==> src/rtl/tmo_pkg.sv <==
package tmo_pkg;

    // Port field widths, fixed by the stream format.
    localparam int SAMPLE_W = 12;
    localparam int CHAN_W   = 4;
    localparam int DATA_W   = 16;
    localparam int USER_W   = 5;

    // Which address the sample store is read at in a given cycle.
    typedef enum logic [1:0] {
        RD_TOP,
        RD_NEXT,
        RD_SUM
    } rd_src_t;

    typedef struct packed {
        logic    accept;
        logic    ins_step;
        rd_src_t rd_src;
        logic    sum_read;
        logic    div_load;
        logic    div_step;
        logic    out_load;
        logic    out_fail;
    } cmd_t;

    typedef struct packed {
        logic in_failed;
        logic shift;
        logic last;
        logic sum_end;
        logic out_free;
    } stat_t;

endpackage

==> src/rtl/tmo_ram.sv <==
module tmo_ram #(
    parameter int WIDTH = 12,
    parameter int DEPTH = 7
) (
    input  logic                     clk,
    input  logic                     wr_en,
    input  logic [$clog2(DEPTH)-1:0] wr_addr,
    input  logic [WIDTH-1:0]         wr_data,
    input  logic [$clog2(DEPTH)-1:0] rd_addr,
    output logic [WIDTH-1:0]         rd_data
);

    logic [WIDTH-1:0] mem_reg [DEPTH];
    logic [WIDTH-1:0] rd_data_reg;

    always_ff @(posedge clk)
    begin
        if (wr_en)
        begin
            mem_reg[wr_addr] <= wr_data;
        end
        rd_data_reg <= mem_reg[rd_addr];
    end

    assign rd_data = rd_data_reg;

endmodule

==> src/rtl/tmo_ctrl.sv <==
module tmo_ctrl (
    input  logic           clk,
    input  logic           rst_n,
    input  logic           s_tvalid,
    output logic           s_tready,
    input  tmo_pkg::stat_t stat,
    output tmo_pkg::cmd_t  cmd
);

    import tmo_pkg::*;

    typedef enum logic [2:0] {
        S_IDLE,
        S_INS,
        S_SUM,
        S_TAIL,
        S_DIV,
        S_OUT,
        S_FAIL
    } state_t;

    state_t state_reg;
    state_t state_next;

    always_ff @(posedge clk or negedge rst_n)
    begin
        if (!rst_n)
        begin
            state_reg <= S_IDLE;
        end
        else
        begin
            state_reg <= state_next;
        end
    end

    always_comb
    begin
        cmd        = '0;
        cmd.rd_src = RD_TOP;
        state_next = state_reg;
        unique case (state_reg)
            S_IDLE:
            begin
                cmd.accept = s_tvalid;
                if (s_tvalid)
                begin
                    state_next = stat.in_failed ? S_FAIL : S_INS;
                end
            end
            S_INS:
            begin
                // Each cycle moves one larger entry up, or drops the new
                // sample into the gap and ends the insertion.
                cmd.ins_step = 1'b1;
                cmd.rd_src   = RD_NEXT;
                if (!stat.shift)
                begin
                    state_next = stat.last ? S_SUM : S_IDLE;
                end
            end
            S_SUM:
            begin
                cmd.sum_read = 1'b1;
                cmd.rd_src   = RD_SUM;
                if (stat.sum_end)
                begin
                    state_next = S_TAIL;
                end
            end
            S_TAIL:
            begin
                cmd.div_load = 1'b1;
                state_next   = S_DIV;
            end
            S_DIV:
            begin
                cmd.div_step = 1'b1;
                state_next   = S_OUT;
            end
            S_OUT:
            begin
                if (stat.out_free)
                begin
                    cmd.out_load = 1'b1;
                    state_next   = S_IDLE;
                end
            end
            S_FAIL:
            begin
                if (stat.out_free)
                begin
                    cmd.out_load = 1'b1;
                    cmd.out_fail = 1'b1;
                    state_next   = S_IDLE;
                end
            end
            default:
            begin
                state_next = S_IDLE;
            end
        endcase
    end

    assign s_tready = (state_reg == S_IDLE);

endmodule

==> src/rtl/tmo_dp.sv <==
module tmo_dp #(
    parameter int SAMPLES     = 7,
    parameter int TRIM        = 1,
    parameter int SAMPLE_BITS = 12
) (
    input  logic                         clk,
    input  logic                         rst_n,
    input  tmo_pkg::cmd_t                cmd,
    output tmo_pkg::stat_t               stat,
    input  logic [tmo_pkg::DATA_W-1:0]   s_tdata,
    input  logic [tmo_pkg::USER_W-1:0]   s_tuser,
    output logic                         m_tvalid,
    input  logic                         m_tready,
    output logic [tmo_pkg::DATA_W-1:0]   m_tdata,
    output logic [tmo_pkg::USER_W-1:0]   m_tuser
);

    import tmo_pkg::*;

    localparam int ADDR_W    = $clog2(SAMPLES);
    localparam int EFF_TRIM  = (2 * TRIM >= SAMPLES) ? (SAMPLES - 1) / 2 : TRIM;
    localparam int KEPT      = SAMPLES - 2 * EFF_TRIM;
    localparam int SUM_W     = SAMPLE_BITS + $clog2(SAMPLES);
    localparam int FIRST_IDX = EFF_TRIM;
    localparam int LAST_IDX  = SAMPLES - 1 - EFF_TRIM;
    localparam int RECIP_SH  = SUM_W + $clog2(KEPT);
    localparam int RECIP_W   = SUM_W + 1;
    localparam int PROD_W    = SUM_W + RECIP_W;
    localparam longint RECIP = ((longint'(1) << RECIP_SH) + longint'(KEPT) - longint'(1))
                               / longint'(KEPT);

    logic [SAMPLE_BITS-1:0] in_sample;
    logic [SAMPLE_BITS-1:0] key_reg;
    logic [ADDR_W-1:0]      j_reg;
    logic [ADDR_W-1:0]      count_reg;
    logic [CHAN_W-1:0]      chan_reg;
    logic [ADDR_W-1:0]      idx_reg;
    logic [SUM_W-1:0]       acc_reg;
    logic [SUM_W-1:0]       acc_next;
    logic                   pend_reg;
    logic [SUM_W-1:0]       quot_reg;
    logic [PROD_W-1:0]      prod;

    logic                   m_valid_reg;
    logic                   m_status_reg;
    logic [SAMPLE_W-1:0]    m_avg_reg;
    logic [CHAN_W-1:0]      m_tag_reg;

    logic                   wr_en;
    logic [SAMPLE_BITS-1:0] wr_data;
    logic [ADDR_W-1:0]      rd_addr;
    logic [SAMPLE_BITS-1:0] rd_data;

    assign in_sample = SAMPLE_BITS'(s_tdata[SAMPLE_W-1:0]);

    // The store is kept in ascending order: a new sample walks down from
    // the top, moving each larger entry up by one place.
    assign stat.in_failed = s_tuser[0];
    assign stat.shift     = (j_reg != '0) && (rd_data > key_reg);
    assign stat.last      = (count_reg == ADDR_W'(SAMPLES - 1));
    assign stat.sum_end   = (idx_reg == ADDR_W'(LAST_IDX));
    assign stat.out_free  = !m_valid_reg || m_tready;

    assign wr_en   = cmd.ins_step;
    assign wr_data = stat.shift ? rd_data : key_reg;

    always_comb
    begin
        unique case (cmd.rd_src)
            RD_TOP:  rd_addr = count_reg - ADDR_W'(1);
            RD_NEXT: rd_addr = j_reg - ADDR_W'(2);
            RD_SUM:  rd_addr = idx_reg;
            default: rd_addr = count_reg - ADDR_W'(1);
        endcase
    end

    tmo_ram #(
        .WIDTH (SAMPLE_BITS),
        .DEPTH (SAMPLES)
    ) u_store (
        .clk     (clk),
        .wr_en   (wr_en),
        .wr_addr (j_reg),
        .wr_data (wr_data),
        .rd_addr (rd_addr),
        .rd_data (rd_data)
    );

    assign acc_next = pend_reg ? acc_reg + SUM_W'(rd_data) : acc_reg;

    // The kept count is fixed, so the mean is the sum times a rounded-up
    // reciprocal, shifted down. The reciprocal carries enough bits to give
    // the exact floor for every sum that fits in SUM_W bits.
    assign prod = PROD_W'(quot_reg) * PROD_W'(RECIP);

    always_ff @(posedge clk or negedge rst_n)
    begin
        if (!rst_n)
        begin
            count_reg   <= '0;
            chan_reg    <= '0;
            pend_reg    <= 1'b0;
            m_valid_reg <= 1'b0;
        end
        else
        begin
            pend_reg <= cmd.sum_read;
            if (cmd.accept)
            begin
                if (count_reg == '0)
                begin
                    chan_reg <= s_tuser[CHAN_W:1];
                end
                if (s_tuser[0])
                begin
                    count_reg <= '0;
                end
            end
            else if (cmd.ins_step && !stat.shift)
            begin
                count_reg <= stat.last ? '0 : count_reg + ADDR_W'(1);
            end
            if (cmd.out_load)
            begin
                m_valid_reg <= 1'b1;
            end
            else if (m_tready)
            begin
                m_valid_reg <= 1'b0;
            end
        end
    end

    always_ff @(posedge clk)
    begin
        if (cmd.accept)
        begin
            key_reg <= in_sample;
            j_reg   <= count_reg;
            idx_reg <= ADDR_W'(FIRST_IDX);
            acc_reg <= '0;
        end
        else
        begin
            acc_reg <= acc_next;
            if (cmd.ins_step && stat.shift)
            begin
                j_reg <= j_reg - ADDR_W'(1);
            end
            if (cmd.sum_read)
            begin
                idx_reg <= idx_reg + ADDR_W'(1);
            end
        end
        if (cmd.div_load)
        begin
            quot_reg <= acc_next;
        end
        else if (cmd.div_step)
        begin
            quot_reg <= SUM_W'(prod >> RECIP_SH);
        end
        if (cmd.out_load)
        begin
            m_status_reg <= cmd.out_fail;
            m_avg_reg    <= cmd.out_fail ? '0 : SAMPLE_W'(quot_reg);
            m_tag_reg    <= chan_reg;
        end
    end

    assign m_tvalid = m_valid_reg;
    assign m_tdata  = DATA_W'(m_avg_reg);
    assign m_tuser  = {m_tag_reg, m_status_reg};

    a_fail_restarts: assert property (@(posedge clk) disable iff (!rst_n)
        cmd.accept && s_tuser[0] |=> count_reg == '0)
        else $error("failed conversion did not restart the reading");

    a_fail_zero_avg: assert property (@(posedge clk) disable iff (!rst_n)
        m_valid_reg && m_status_reg |-> m_avg_reg == '0)
        else $error("abandoned reading carries a non-zero average");

    a_quot_in_range: assert property (@(posedge clk) disable iff (!rst_n)
        cmd.out_load && !cmd.out_fail |-> (quot_reg >> SAMPLE_BITS) == '0)
        else $error("mean exceeds the sample range");

    a_count_bound: assert property (@(posedge clk) disable iff (!rst_n)
        count_reg <= ADDR_W'(SAMPLES - 1))
        else $error("sample count ran past the reading length");

endmodule

==> src/rtl/trimmed_mean_oversampler.sv <==
// Collects SAMPLES converter samples, one beat each, and after the last one
// returns the floor mean of the samples left once TRIM of the smallest and
// TRIM of the largest are dropped (TRIM is cut back so that at least one
// sample is kept), tagged with the channel of the first sample. A beat
// flagged as a failed conversion ends the reading at once with a failure
// beat (average zero) and collection starts again. Samples are kept in a
// small RAM in ascending order: each one is inserted as it arrives,
// moving each stored sample larger than it up by one place. The last
// sample of a reading is then followed by adding up the kept entries,
// one RAM read a cycle, multiplying the sum by the reciprocal of the
// kept count and registering the result; the input is not ready during
// all of this. A result waiting on the output does not block the next
// sample, but the next result (mean or failure) waits until it has been
// taken.
module trimmed_mean_oversampler #(
    parameter int SAMPLES     = 7,
    parameter int TRIM        = 1,
    parameter int SAMPLE_BITS = 12
) (
    input  logic                       clk,
    input  logic                       rst_n,
    input  logic                       s_tvalid,
    output logic                       s_tready,
    input  logic [tmo_pkg::DATA_W-1:0] s_tdata,   // sample[11:0], zero pad
    input  logic [tmo_pkg::USER_W-1:0] s_tuser,   // read_failed[0], channel[4:1]
    output logic                       m_tvalid,
    input  logic                       m_tready,
    output logic [tmo_pkg::DATA_W-1:0] m_tdata,   // average[11:0], zero pad
    output logic [tmo_pkg::USER_W-1:0] m_tuser    // status[0], channel_tag[4:1]
);

    import tmo_pkg::*;

    cmd_t  cmd;
    stat_t stat;

    tmo_ctrl u_ctrl (
        .clk      (clk),
        .rst_n    (rst_n),
        .s_tvalid (s_tvalid),
        .s_tready (s_tready),
        .stat     (stat),
        .cmd      (cmd)
    );

    tmo_dp #(
        .SAMPLES     (SAMPLES),
        .TRIM        (TRIM),
        .SAMPLE_BITS (SAMPLE_BITS)
    ) u_dp (
        .clk      (clk),
        .rst_n    (rst_n),
        .cmd      (cmd),
        .stat     (stat),
        .s_tdata  (s_tdata),
        .s_tuser  (s_tuser),
        .m_tvalid (m_tvalid),
        .m_tready (m_tready),
        .m_tdata  (m_tdata),
        .m_tuser  (m_tuser)
    );

endmodule
==> config.mk <==
export PLATFORM = sky130hd
export DESIGN_NAME = trimmed_mean_oversampler
export DESIGN_NICKNAME = d
export VERILOG_FILES = /design/src/rtl/tmo_pkg.sv /design/src/rtl/tmo_ram.sv /design/src/rtl/tmo_ctrl.sv /design/src/rtl/tmo_dp.sv /design/src/rtl/trimmed_mean_oversampler.sv
export SDC_FILE = /design/constraint.sdc
export NUM_CORES = 1
export LEC_CHECK = 0
export BUFFER_PORTS_ARGS = -buffer_cell sky130_fd_sc_hd__buf_4
export CAP_MARGIN = 5
export CORE_MARGIN = 5
export CORE_UTILIZATION = 31
export DETAILED_ROUTE_END_ITERATION = 12
export GPL_TIMING_DRIVEN = 0
export PLACE_DENSITY_LB_ADDON = 0.25
export SETUP_SLACK_MARGIN = 0.5
export SLEW_MARGIN = 5
export SYNTH_ARGS = -nofsm -noshare
export SYNTH_HDL_FRONTEND = slang
export SYNTH_SLANG_ARGS = --single-unit
==> constraint.sdc <==
create_clock -name clk -period 5.4 [get_ports clk]
set_clock_uncertainty 0.05 [all_clocks]
set_input_delay 0.27 -clock clk [delete_from_list [all_inputs] [get_ports clk]]
set_output_delay 0.27 -clock clk [all_outputs]
set_load 0.01 [all_outputs]
==> results of run 1 <==
synth_stat cells, drive strengths merged (2+ instances only):
library cell / number / share of area, %
dfxtp: 30 / 5.4
a21oi: 35 / 1.7
a41oi: 3 / 0.30
nand2b: 2 / 0.11
or3: 4 / 0.24
mux4: 12 / 2.4
o21a: 3 / 0.20
nor2b: 14 / 0.79
dfrtp: 12 / 2.7
nor4: 2 / 0.17
mux2: 27 / 2.7
o41ai: 2 / 0.22
nor2: 54 / 1.8
a21o: 11 / 0.76
nor3: 11 / 0.49
fa: 57 / 10
clkbuf: 13 / 0.44
nor3b: 3 / 0.20
xor2: 12 / 0.94
nand2: 51 / 1.7
o21ai: 43 / 1.9
a211oi: 2 / 0.13
inv: 123 / 4.1
nand4: 5 / 0.28
nand3: 12 / 0.54
and4: 2 / 0.16
a221oi: 3 / 0.24
buf: 10 / 0.56
o31ai: 2 / 0.26
edfxtp: 131 / 35
ha: 153 / 17
a31oi: 3 / 0.22
xnor2: 19 / 1.5
and2: 3 / 0.17
mux2i: 27 / 2.4
and3: 11 / 0.62
final cells by class:
| type | count | area (sq um) |
|---|---|---|
| fillers | 3506 | 22530 |
| multi-input cells | 602 | 5908 |
| flip-flops and latches | 173 | 4835 |
| well taps | 461 | 576.8 |
| repair buffers | 70 | 565.5 |
| inverters | 124 | 465.4 |
| clock buffers | 17 | 425.4 |
| clock inverters | 15 | 151.4 |
| plain buffers | 23 | 111.4 |
path summary, 6_finish.rpt:
kind / to / startpoint / depth (start not counted) / slack [ns]
min in group asynchronous: u_ctrl.state_reg[2]$_DFFE_PN0P_ / rst_n / 2 / 0.16
max reg2reg: u_dp.quot_reg[10]$_DFFE_PP_ / u_dp.quot_reg[10]$_DFFE_PP_ / 19 / -0.33
max: u_dp.quot_reg[10]$_DFFE_PP_ / u_dp.quot_reg[10]$_DFFE_PP_ / 19 / -0.33
max in group asynchronous: u_ctrl.state_reg[1]$_DFFE_PN0P_ / rst_n / 2 / 4.97
min reg2reg: u_dp.m_tag_reg[0]$_DFFE_PP_ / u_dp.chan_reg[0]$_DFFE_PN0P_ / 0 / 0.39
min: u_dp.chan_reg[3]$_DFFE_PN0P_ / s_tuser[4] / 2 / 0.02
per-stage QoR:
| step | setup slack (ns) | TNS, ns | cells | hold slack, ns | cell area (sq um) |
|---|---|---|---|---|---|
| 2_1_floorplan | 0.1368 | 0 | 922 | -0.07559 | 11240 |
| 3_3_place_gp | -0.6219 | -5.143 | 1422 | 0.07408 | 12110 |
| 3_5_place_dp | -0.6321 | -5.433 | 1423 | 0.07645 | 12130 |
| 4_1_cts | -0.3792 | -2.983 | 1482 | 0.006576 | 13010 |
| 5_1_grt | -0.5868 | -5.437 | 1485 | 0.01275 | 13040 |
| 6_report | -0.3292 | -2.570 | 1485 | 0.01908 | 13040 |
metal layers:
layer | share of wire (%) | wire length (um) | vias up
li1 | - | - | 3411
met3 | 2.3 | 537 | 13
met4 | 0.77 | 182 | 0
met2 | 51 | 11990 | 54
met5 | 0 | 0 | -
met1 | 46 | 10970 | 3282
repair_timing:
item / 4_1_cts / 5_1_grt
endpoints found under the setup margin: 13 / 13
buffers inserted: 14 / 3
gates resized for setup: 12 / 2
hold endpoints to repair: 24 / 0
pin swaps: 8 / 0
hold buffers: 13 / 0
cells by family after synthesis:
group	Yosys count	share of synthesized area, %
compound gates	115	6.588
simple gates	176	7.419
mux	66	7.576
buf+inv	147	5.174
xor+xnor	31	2.435
flops	173	43.37
fa+ha+maj	210	27.41
other cells	1	0.03364
==> implementation parameters, run 1 <==
Parameter                              Value

Setup path
  Critical Path RT ... 5.54 ns
  Crit end category ... register
  WP data arrival ... 5.87 ns
  Cell Chain, Critical Path ... ha_4, inv_2, fa_2, fa_1, fa_1, inv_1, fa_1, inv_1, fa_1, inv_2, ha_4, nand4_1, a2111o_1, a31oi_4, a41oi_4, a21oi_2, a21o_2, xnor2_2, mux2i_1
  Type of the worst setup path ... register to register
  Crit-path max cell delay ... between 0.5 and 0.6 ns
  Critical Path Fanout Max ... 4
  Number of buffer and inverter stages on the critical path ... 4
  CP startpoint kind ... register
  Most prevalent standard cell on the critical path ... sky130_fd_sc_hd__fa_1
  Slowest stage cell on the critical path ... sky130_fd_sc_hd__fa_1
  Top cell family by delay on the critical path ... adder cells

Synth
  Number of warnings printed during yosys synthesis ... 0
  Synth async-reset ratio ... 6.936%
  Cell Area, Synth ... 11,150 sq um
  Instance count of the mapped netlist ... roughly 900
  Post-synth cell types ... 58
  Synthesized area divided by synthesized cell count ... 12.13 sq um
  Total of flip-flops plus latches after synthesis ... approximately 170
  Dominant register cell in the synthesized netlist ... sky130_fd_sc_hd__edfxtp_1
  Seq/Total Area, Yosys ... between 40% and 50%
  Number of synthesized flops with an enable pin ... between 100 and 150

Layout
  Nets@finish ... 1,246
  Area growth from synthesis to layout ... 16.96%
  Most used cells in the layout excluding fill and tap cells ... 147 x sky130_fd_sc_hd__ha_1, 131 x sky130_fd_sc_hd__edfxtp_1, 119 x sky130_fd_sc_hd__inv_1
  Fraction of layout instances using a drive strength above 1 ... 16.89%
  Most common library cell in the layout ignoring fill and taps ... sky130_fd_sc_hd__ha_1
  Max reg flops ... 84
  Post-layout util ... 36.66%
  Number of antenna cells inserted ... 0

Timing
  Least-Margin Pin Slew ... 1.199 ns
  Count of final setup violators ... 10
  Final count of hold timing violations ... 0
  Crit path time final ... 5.729 ns
  F_max ... roughly 170 MHz
  Setup repair after global routing missed its margin ... true
  Max_slew headroom ... 20.06%
  Final worst path period share ... 106.1%
  Fin worst setup slack ... -0.3292 ns
  Final count of pins violating max slew ... 0

Global routing
  GRT busiest layer ... met2
  Global routing usage on met3 ... 1.973%
  Total global-route track usage ... between 10% and 20%
  First-pass GRT wire length ... 38,100 um
  Pin count of the biggest net entering global routing ... 22
  Grt total ovfl ... 0
  Global-route track usage on met2 ... between 20% and 30%
  Initial antenna violation count ... 0
  Met1 layer usage reported by global route ... 16.11%
  Via count of the first global-routing pass ... 7,128

Clocking
  Latest clock arrival within the worst-skew pair ... 0.45 ns
  Clock Sink Count ... 173
  Deepest clock path buffer count ... 2
  TritonCTS clock tree ... built
  Num CTS Buffers ... 17
  Clock edge transition at the registers on the reported setup and hold paths ... 0.09 ns
  Root buf cell ... sky130_fd_sc_hd__clkbuf_16
  Clock H-tree levels ... 4

Outcome
  Outcome ... complete, but fails checks
  Violated checks ... setup timing

Die
  Die ar. ... 39,850 sq um
  Initial core utilization ... 31.34%
  Core area ... 35,570 sq um
  Die outline width ... 199.6 um
  Die height ... 199.6 um
  Count of boundary I/O pins ... 48
  Standard-cell rows ... 69

Routing
  Vias ... around 6,800
  Number of nets with antenna violations after routing ... 0
  Wire per inst ... around 16 um
  Number of design-rule violations left by the first detailed-router iteration ... 218
  Number of design rule violations left after detail routing ... 0
  Final routed wirelength across all metal layers ... around 24,000 um
  First-pass iteration count of the detailed router ... 4
  Via density per instance ... 4.552

Place
  HPWL after DPL ... about 18,000 um
  Routability Congestion ... approximately 0.81
  PortBufs ... 39

Hold path
  Tightest Hold Check Type ... primary input to register

Flow run
  Max_cap viols ... 0
Power of run 1 is not shown: default switching activity piles up to over one toggle a cycle in this logic, so the estimate is an artifact.
==> run 2, diff against run 1 <==
--- a/config.mk
+++ b/config.mk
@@ -12,7 +12,6 @@
 export DETAILED_ROUTE_END_ITERATION = 12
 export GPL_TIMING_DRIVEN = 0
 export PLACE_DENSITY_LB_ADDON = 0.25
-export SETUP_SLACK_MARGIN = 0.5
 export SLEW_MARGIN = 5
 export SYNTH_ARGS = -nofsm -noshare
 export SYNTH_HDL_FRONTEND = slang
==> run 2 against run 1 <==
  * The flow still finishes with violations (setup timing)
  * Non-clock buffer count up 16
  * Final area up 1.3%
  * Core utilization up 0.46 points
  * Largest cell class unchanged
==> implementation parameters, run 2 (synthesis results as in run 1) <==
Parameter                              Value

Setup path
  Slowest stage cell on the critical path ... sky130_fd_sc_hd__fa_2 (was sky130_fd_sc_hd__fa_1)
  Type of the worst setup path ... register to register (unchanged)
  Setup crit start ... u_dp.quot_reg[9]$_DFFE_PP_ (was u_dp.quot_reg[10]$_DFFE_PP_)
  Start of the worst register-to-register path ... u_dp.quot_reg[9]$_DFFE_PP_ (was u_dp.quot_reg[10]$_DFFE_PP_)
  Cell Chain, Critical Path ... ha_4, inv_2, fa_2, fa_2, inv_2, ha_4, a21o_1, fa_1, inv_1, fa_1, inv_2, ha_4, nand4_1, nor3_2, nor4_4, buf_4, a31oi_4, a41oi_4, a211oi_2, nor3_2, xnor2_1, mux2i_1 (was ha_4, inv_2, fa_2, fa_1, fa_1, inv_1, fa_1, inv_1, fa_1, inv_2, ha_4, nand4_1, a2111o_1, a31oi_4, a41oi_4, a21oi_2, a21o_2, xnor2_2, mux2i_1)
  Critical Path RT ... 5.54 ns (about the same)
  CP startpoint kind ... register (unchanged)
  WP data arrival ... 5.86 ns (was 5.87 ns)
  Crit end category ... register (unchanged)
  Critical Path Fanout Max ... 3 (was 4)
  Crit-path max cell delay ... 0.58 ns (was 0.55 ns)

Routing
  Number of design-rule violations left by the first detailed-router iteration ... 262 (was 218)
  Via density per instance ... 4.544 (was 4.552)
  Number of design rule violations left after detail routing ... 0 (unchanged)
  Number of nets with antenna violations after routing ... 0 (unchanged)
  First-pass iteration count of the detailed router ... 4 (unchanged)
  Wire per inst ... 16.12 um (was 15.95 um)
  Vias ... 6,821 (was 6,760)
  Final routed wirelength across all metal layers ... 24,190 um (was 23,680 um)

Timing
  Final count of hold timing violations ... 0 (unchanged)
  Least-Margin Pin Slew ... 1.219 ns (was 1.199 ns)
  Count of final setup violators ... 10 (unchanged)
  Crit path time final ... 5.727 ns (was 5.729 ns)
  Fin worst setup slack ... -0.3274 ns (was -0.3292 ns)
  Worst Hold Margin ... 0.02451 ns (was 0.01908 ns)
  Fin Setup TNS ... -2.536 ns (was -2.570 ns)
  Setup repair after global routing missed its margin ... true (unchanged)
  Final count of pins violating max slew ... 0 (unchanged)
  Final worst path period share ... 106.1% (about the same)
  Max_slew headroom ... 18.76% (was 20.06%)
  F_max ... 174.6 MHz (was 174.5 MHz)

Global routing
  Grt total ovfl ... 0 (unchanged)
  Total global-route track usage ... 12.77% (was 12.33%)
  Initial antenna violation count ... 0 (unchanged)
  First-pass GRT wire length ... 39,300 um (was 38,100 um)
  Via count of the first global-routing pass ... 7,123 (was 7,128)
  Pin count of the biggest net entering global routing ... 22 (unchanged)

Clocking
  Clock Sink Count ... 173 (unchanged)
  Latest clock arrival within the worst-skew pair ... 0.44 ns (was 0.45 ns)
  Clock H-tree levels ... 4 (unchanged)
  Deepest clock path buffer count ... 2 (unchanged)
  TritonCTS clock tree ... built (unchanged)
  Clock edge transition at the registers on the reported setup and hold paths ... 0.08 ns (was 0.09 ns)
  Root buf cell ... sky130_fd_sc_hd__clkbuf_16 (unchanged)
  Num CTS Buffers ... 17 (unchanged)

Die
  Die ar. ... 39,850 sq um (unchanged)
  Die height ... 199.6 um (unchanged)
  Die outline width ... 199.6 um (unchanged)
  Count of boundary I/O pins ... 48 (unchanged)
  Standard-cell rows ... 69 (unchanged)
  Initial core utilization ... 31.34% (unchanged)
  Core area ... 35,570 sq um (unchanged)

Layout
  Nets@finish ... 1,262 (was 1,246)
  Max reg flops ... 84 (unchanged)
  Most used cells in the layout excluding fill and tap cells ... 145 x sky130_fd_sc_hd__ha_1, 131 x sky130_fd_sc_hd__edfxtp_1, 117 x sky130_fd_sc_hd__inv_1 (was 147 x sky130_fd_sc_hd__ha_1, 131 x sky130_fd_sc_hd__edfxtp_1, 119 x sky130_fd_sc_hd__inv_1)
  Number of antenna cells inserted ... 0 (unchanged)
  Number of filler cells placed in the layout ... 3,503 (was 3,506)
  Fraction of layout instances using a drive strength above 1 ... 18.65% (was 16.89%)
  Most common library cell in the layout ignoring fill and taps ... sky130_fd_sc_hd__ha_1 (unchanged)
  Area growth from synthesis to layout ... 18.44% (was 16.96%)

Outcome
  Outcome ... complete, but fails checks (unchanged)
  Violated checks ... setup timing (unchanged)

Hold path
  Tightest Hold Check Type ... primary input to register (unchanged)
  Startpoint of the tightest hold check path ... s_tuser[4] (unchanged)

Place
  PortBufs ... 39 (unchanged)
  HPWL after DPL ... 17,930 um (was 17,880 um)
  Routability Congestion ... 0.7915 (was 0.8101)

Flow run
  Max_cap viols ... 0 (unchanged)
==> run 2: cell types whose count changed in the layout (fill, tap and decap cells not counted), moves of 3 or more <==
cell,change
sky130_fd_sc_hd__a21oi_2,+3
sky130_fd_sc_hd__inv_6,+3
sky130_fd_sc_hd__buf_4,+14
sky130_fd_sc_hd__a21oi_1,-3
==> run 2: through the flow <==
stage | std cells | setup WS [ns] | instance area (sq um) | util, %
6_report | 1501 | -0.3274 | 13200 | 37.12
5_1_grt | 1501 | -0.5665 | 13200 | 37.12
4_1_cts | 1494 | -0.4303 | 13100 | 36.83
3_5_place_dp | 1423 | -0.8085 | 12070 | 33.93
3_3_place_gp | 1422 | -0.8097 | 12050 | 33.88
2_1_floorplan | 922 | -0.01009 | 11180 | -
==> run 2: worst paths after layout <==
check	end	slack (ns)	cells after the start
min	u_dp.chan_reg[3]$_DFFE_PN0P_	0.02	2
min in group asynchronous	u_dp.chan_reg[3]$_DFFE_PN0P_	0.19	2
max	u_dp.quot_reg[12]$_DFFE_PP_	-0.33	22
min reg2reg	u_dp.m_tag_reg[2]$_DFFE_PP_	0.39	0
max reg2reg	u_dp.quot_reg[12]$_DFFE_PP_	-0.33	22
max in group asynchronous	u_ctrl.state_reg[1]$_DFFE_PN0P_	4.94	2
==> run 2: worst max-delay path: cells and delay by family, from the launching register on <==
kind	cells	cell delay, ns
compound gates	4	0.83
flops	1	0.48
xor+xnor	1	0.17
simple gates	4	0.61
fa+ha+maj	7	2.85
buf+inv	5	0.39
mux	1	0.11
==> run 2: metal layers <==
layer | global-route usage [%] | wire, um
met1 | 16.64 | 11200
met5 | 0 | 0
met4 | 2.742 | 278
met3 | 2.360 | 536
met2 | 22.23 | 12180
==> run 2: what timing repair did <==
item | CTS | global route
buffers inserted | 26 | 8
hold buffers | 15 | 0
cloned | 0 | 0
hold endpoints to repair | 26 | 0
setup endpoints to repair | 13 | 12
pin swaps | 26 | 11
resized for setup | 26 | 10
==> run 2: final cells by class <==
| cell class | instances | area, sq um | area share, % |
|---|---|---|---|
| multi-input combinational | 602 | 5962 | 45.15 |
| sequential | 173 | 4835 | 36.62 |
| timing repair buffer | 86 | 690.7 | 5.231 |
| tap | 461 | 576.8 | 4.368 |
| inverter | 124 | 465.4 | 3.525 |
| clock buffer | 19 | 432.9 | 3.279 |
| clock inverter | 13 | 130.1 | 0.9855 |
| buffer | 23 | 111.4 | 0.8434 |
Power of run 2 is left out for the same reason.
==> run 3, diff against run 2 <==
==> constraint.sdc (replaced) <==
create_clock -name clk -period 5.1 [get_ports clk]
set_clock_uncertainty 0.05 [all_clocks]
set_input_delay 0.255 -clock clk [delete_from_list [all_inputs] [get_ports clk]]
set_output_delay 0.255 -clock clk [all_outputs]
set_load 0.01 [all_outputs]
==> run 3 against run 2 <==
  * The run still ends with setup timing left
  * Count of clock-buffer cells in the layout did not move
  * Final area up 0.21%
  * Global-route usage is 0.32 points lower
  * Worst setup slack got worse by 0.40 ns
  * Wire length decreased by 0.48%
  * Cell count shrank 0.20%
  * Sequential share of layout area is 0.076 points lower
  * Register-to-register slack got worse by 0.40 ns
  * First-iteration DRC count is 21% lower
  * Hold slack improved by 0.12 ns
  * Critical path depth shrank 1
  * Critical endpoint is now u_dp.quot_reg[11]$_DFFE_PP_
==> implementation parameters, run 3 (synthesis results as in run 1) <==
Parameter                              Value

Setup path
  Number of buffer and inverter stages on the critical path ... 6 (was 5)
  R2R cell count ... 21 (was 22)
  WP data arrival ... 5.97 ns (was 5.86 ns)
  Slowest stage cell on the critical path ... sky130_fd_sc_hd__fa_1 (was sky130_fd_sc_hd__fa_2)
  CP startpoint kind ... register (unchanged)
  Worst flop-to-flop path endpoint ... u_dp.quot_reg[11]$_DFFE_PP_ (was u_dp.quot_reg[12]$_DFFE_PP_)
  Start of the worst register-to-register path ... u_dp.quot_reg[13]$_SDFFCE_PN0P_ (was u_dp.quot_reg[9]$_DFFE_PP_)
  Crit end category ... register (unchanged)
  Cell Chain, Critical Path ... inv_2, ha_4, fa_2, fa_1, fa_1, inv_2, fa_1, inv_1, fa_1, inv_2, ha_4, nand4_1, buf_4, a2111o_1, a31oi_4, a41oi_4, a211oi_4, buf_4, o21ai_4, o41ai_2, nor2_1 (was ha_4, inv_2, fa_2, fa_2, inv_2, ha_4, a21o_1, fa_1, inv_1, fa_1, inv_2, ha_4, nand4_1, nor3_2, nor4_4, buf_4, a31oi_4, a41oi_4, a211oi_2, nor3_2, xnor2_1, mux2i_1)
  Top cell family by delay on the critical path ... adder cells (unchanged)
  Setup crit start ... u_dp.quot_reg[13]$_SDFFCE_PN0P_ (was u_dp.quot_reg[9]$_DFFE_PP_)
  Type of the worst setup path ... register to register (unchanged)
  Register-to-Register Setup Slack ... -0.73 ns (was -0.33 ns)
  Crit path capture ... u_dp.quot_reg[11]$_DFFE_PP_ (was u_dp.quot_reg[12]$_DFFE_PP_)
  Critical Path RT ... 5.24 ns (was 5.54 ns)
  Worst path depth ... 21 (was 22)
  Most prevalent standard cell on the critical path ... sky130_fd_sc_hd__fa_1
  Critical Path Fanout Max ... 4 (was 3)
  Crit-path max cell delay ... 0.55 ns (was 0.58 ns)

Global routing
  Pin count of the biggest net entering global routing ... 22 (unchanged)
  Via count of the first global-routing pass ... 7,275 (was 7,123)
  Initial antenna violation count ... 0 (unchanged)
  Total global-route track usage ... 12.44% (was 12.77%)
  Grt total ovfl ... 0 (unchanged)
  First-pass GRT wire length ... 38,470 um (was 39,300 um)

Layout
  Most used cells in the layout excluding fill and tap cells ... 147 x sky130_fd_sc_hd__ha_1, 131 x sky130_fd_sc_hd__edfxtp_1, 118 x sky130_fd_sc_hd__inv_1 (was 145 x sky130_fd_sc_hd__ha_1, 131 x sky130_fd_sc_hd__edfxtp_1, 117 x sky130_fd_sc_hd__inv_1)
  Area growth from synthesis to layout ... 18.69% (was 18.44%)
  Post-layout util ... 37.20% (was 37.12%)
  Nets@finish ... 1,259 (was 1,262)
  Most common library cell in the layout ignoring fill and taps ... sky130_fd_sc_hd__ha_1 (unchanged)
  Final cell count without fillers ... 1,498 (was 1,501)
  Max reg flops ... 84 (unchanged)
  Fraction of layout instances using a drive strength above 1 ... 18.71% (was 18.65%)
  Number of antenna cells inserted ... 0 (unchanged)

Routing
  Final routed wirelength across all metal layers ... 24,070 um (was 24,190 um)
  Number of design-rule violations left by the first detailed-router iteration ... 206 (was 262)
  Via density per instance ... 4.610 (was 4.544)
  Wire per inst ... 16.07 um (was 16.12 um)
  Number of design rule violations left after detail routing ... 0 (unchanged)
  First-pass iteration count of the detailed router ... 4 (unchanged)
  Vias ... 6,906 (was 6,821)
  Number of nets with antenna violations after routing ... 0 (unchanged)

Outcome
  Violated checks ... setup timing (unchanged)
  Outcome ... complete, but fails checks (unchanged)

Clocking
  Latest clock arrival within the worst-skew pair ... 0.44 ns (about the same)
  Clock H-tree levels ... 4 (unchanged)
  Deepest clock path buffer count ... 2 (unchanged)
  Root buf cell ... sky130_fd_sc_hd__clkbuf_16 (unchanged)
  Clock edge transition at the registers on the reported setup and hold paths ... 0.08 ns (about the same)
  Num CTS Buffers ... 17 (unchanged)
  TritonCTS clock tree ... built (unchanged)
  Clock Sink Count ... 173 (unchanged)

Die
  Die height ... 199.6 um (unchanged)
  Die ar. ... 39,850 sq um (unchanged)
  Die outline width ... 199.6 um (unchanged)
  Standard-cell rows ... 69 (unchanged)
  Count of boundary I/O pins ... 48 (unchanged)
  Core area ... 35,570 sq um (unchanged)
  Initial core utilization ... 31.34% (unchanged)

Timing
  Max_slew headroom ... 15.43% (was 18.76%)
  Final count of pins violating max slew ... 0 (unchanged)
  Crit path time final ... 5.829 ns (was 5.727 ns)
  Final worst path period share ... 114.3% (was 106.1%)
  Count of final setup violators ... 13 (was 10)
  Fin worst setup slack ... -0.7289 ns (was -0.3274 ns)
  Least-Margin Pin Slew ... 1.269 ns (was 1.219 ns)
  Setup repair after global routing missed its margin ... true (unchanged)
  F_max ... 171.6 MHz (was 174.6 MHz)
  Final count of hold timing violations ... 0 (unchanged)
  Fin Setup TNS ... -6.926 ns (was -2.536 ns)

Place
  PortBufs ... 39 (unchanged)
  Number of placed instances, taps included ... 1,423 (unchanged)
  HPWL after DPL ... 17,870 um (was 17,930 um)
  Routability Congestion ... 0.8021 (was 0.7915)

Flow run
  Max_cap viols ... 0 (unchanged)

Hold path
  Tightest Hold Check Type ... primary input to register (unchanged)
## run 3: changes by cell type in the layout (fill, tap and decap cells not counted), moves of 2 or more
cell                            previous run  this run
sky130_fd_sc_hd__buf_4                    75        68
sky130_fd_sc_hd__buf_6                     0         2
sky130_fd_sc_hd__clkinvlp_4                0         3
sky130_fd_sc_hd__dlygate4sd3_1            15        17
sky130_fd_sc_hd__ha_1                    145       147
sky130_fd_sc_hd__ha_4                      8         6
sky130_fd_sc_hd__o21ai_0                  36        32
sky130_fd_sc_hd__o21ai_2                   1         3
## run 3: routing by layer
| layer | part of all wire [%] | global-route usage, % | vias to the layer above |
|---|---|---|---|
| li1 | - | - | 3430 |
| met4 | 1.5 | 3.170 | 0 |
| met3 | 2.2 | 2.006 | 29 |
| met2 | 50 | 21.55 | 78 |
| met1 | 46 | 16.29 | 3369 |
| met5 | 0 | 0 | - |
## run 3: worst min-delay path: cells and delay by family
kind / cells / cell delay, ns
and+or+nand+nor: 2 / 0.26
buffers and inverters: 1 / 0.08
## run 3: how the worst min path moves through the flow
| stage | cells after the start | from | slack (ns) | to |
|---|---|---|---|---|
| after floorplan | 0 | rst_n | -0.09 | u_ctrl.state_reg[0]$_DFFE_PN0P_ |
| after global placement | 1 | rst_n | 0.06 | u_dp.chan_reg[3]$_DFFE_PN0P_ |
| after detailed placement | 1 | rst_n | 0.06 | u_dp.chan_reg[3]$_DFFE_PN0P_ |
| after CTS | 3 | m_tready | 0.12 | u_dp.m_tvalid$_DFFE_PN0P_ |
| after global routing | 3 | m_tready | 0.14 | u_dp.m_tvalid$_DFFE_PN0P_ |
| final | 3 | m_tready | 0.14 | u_dp.m_tvalid$_DFFE_PN0P_ |
## run 3: repair_timing
item	CTS	global route
resized for setup	14	27
pin swaps	6	12
endpoints found under the setup margin	13	13
hold buffers	17	0
setup buffers	22	7
hold endpoints to repair	28	0
## run 3: final cells by class
| type | instances | area [sq um] |
|---|---|---|
| Buffer | 23 | 111.4 |
| Sequential cell | 173 | 4835 |
| Timing Repair Buffer | 83 | 680.7 |
| Clock inverter | 13 | 132.6 |
| Inverter | 124 | 465.4 |
| Tap cell | 461 | 576.8 |
| Multi-Input combinational cell | 602 | 5997 |
| Fill cell | 3445 | 22340 |
| Clock buffer | 19 | 432.9 |
## run 3: stage by stage
stage          hold slack [ns]  setup slack (ns)  area, sq um
6_report                0.1435           -0.7289        13230
5_1_grt                 0.1431           -0.9722        13230
4_1_cts                 0.1226           -0.6592        13090
3_5_place_dp           0.06112           -0.9323        12130
3_3_place_gp           0.05911           -0.9288        12110
2_1_floorplan         -0.09059           -0.1632        11240
Power of run 3 is left out for the same reason.
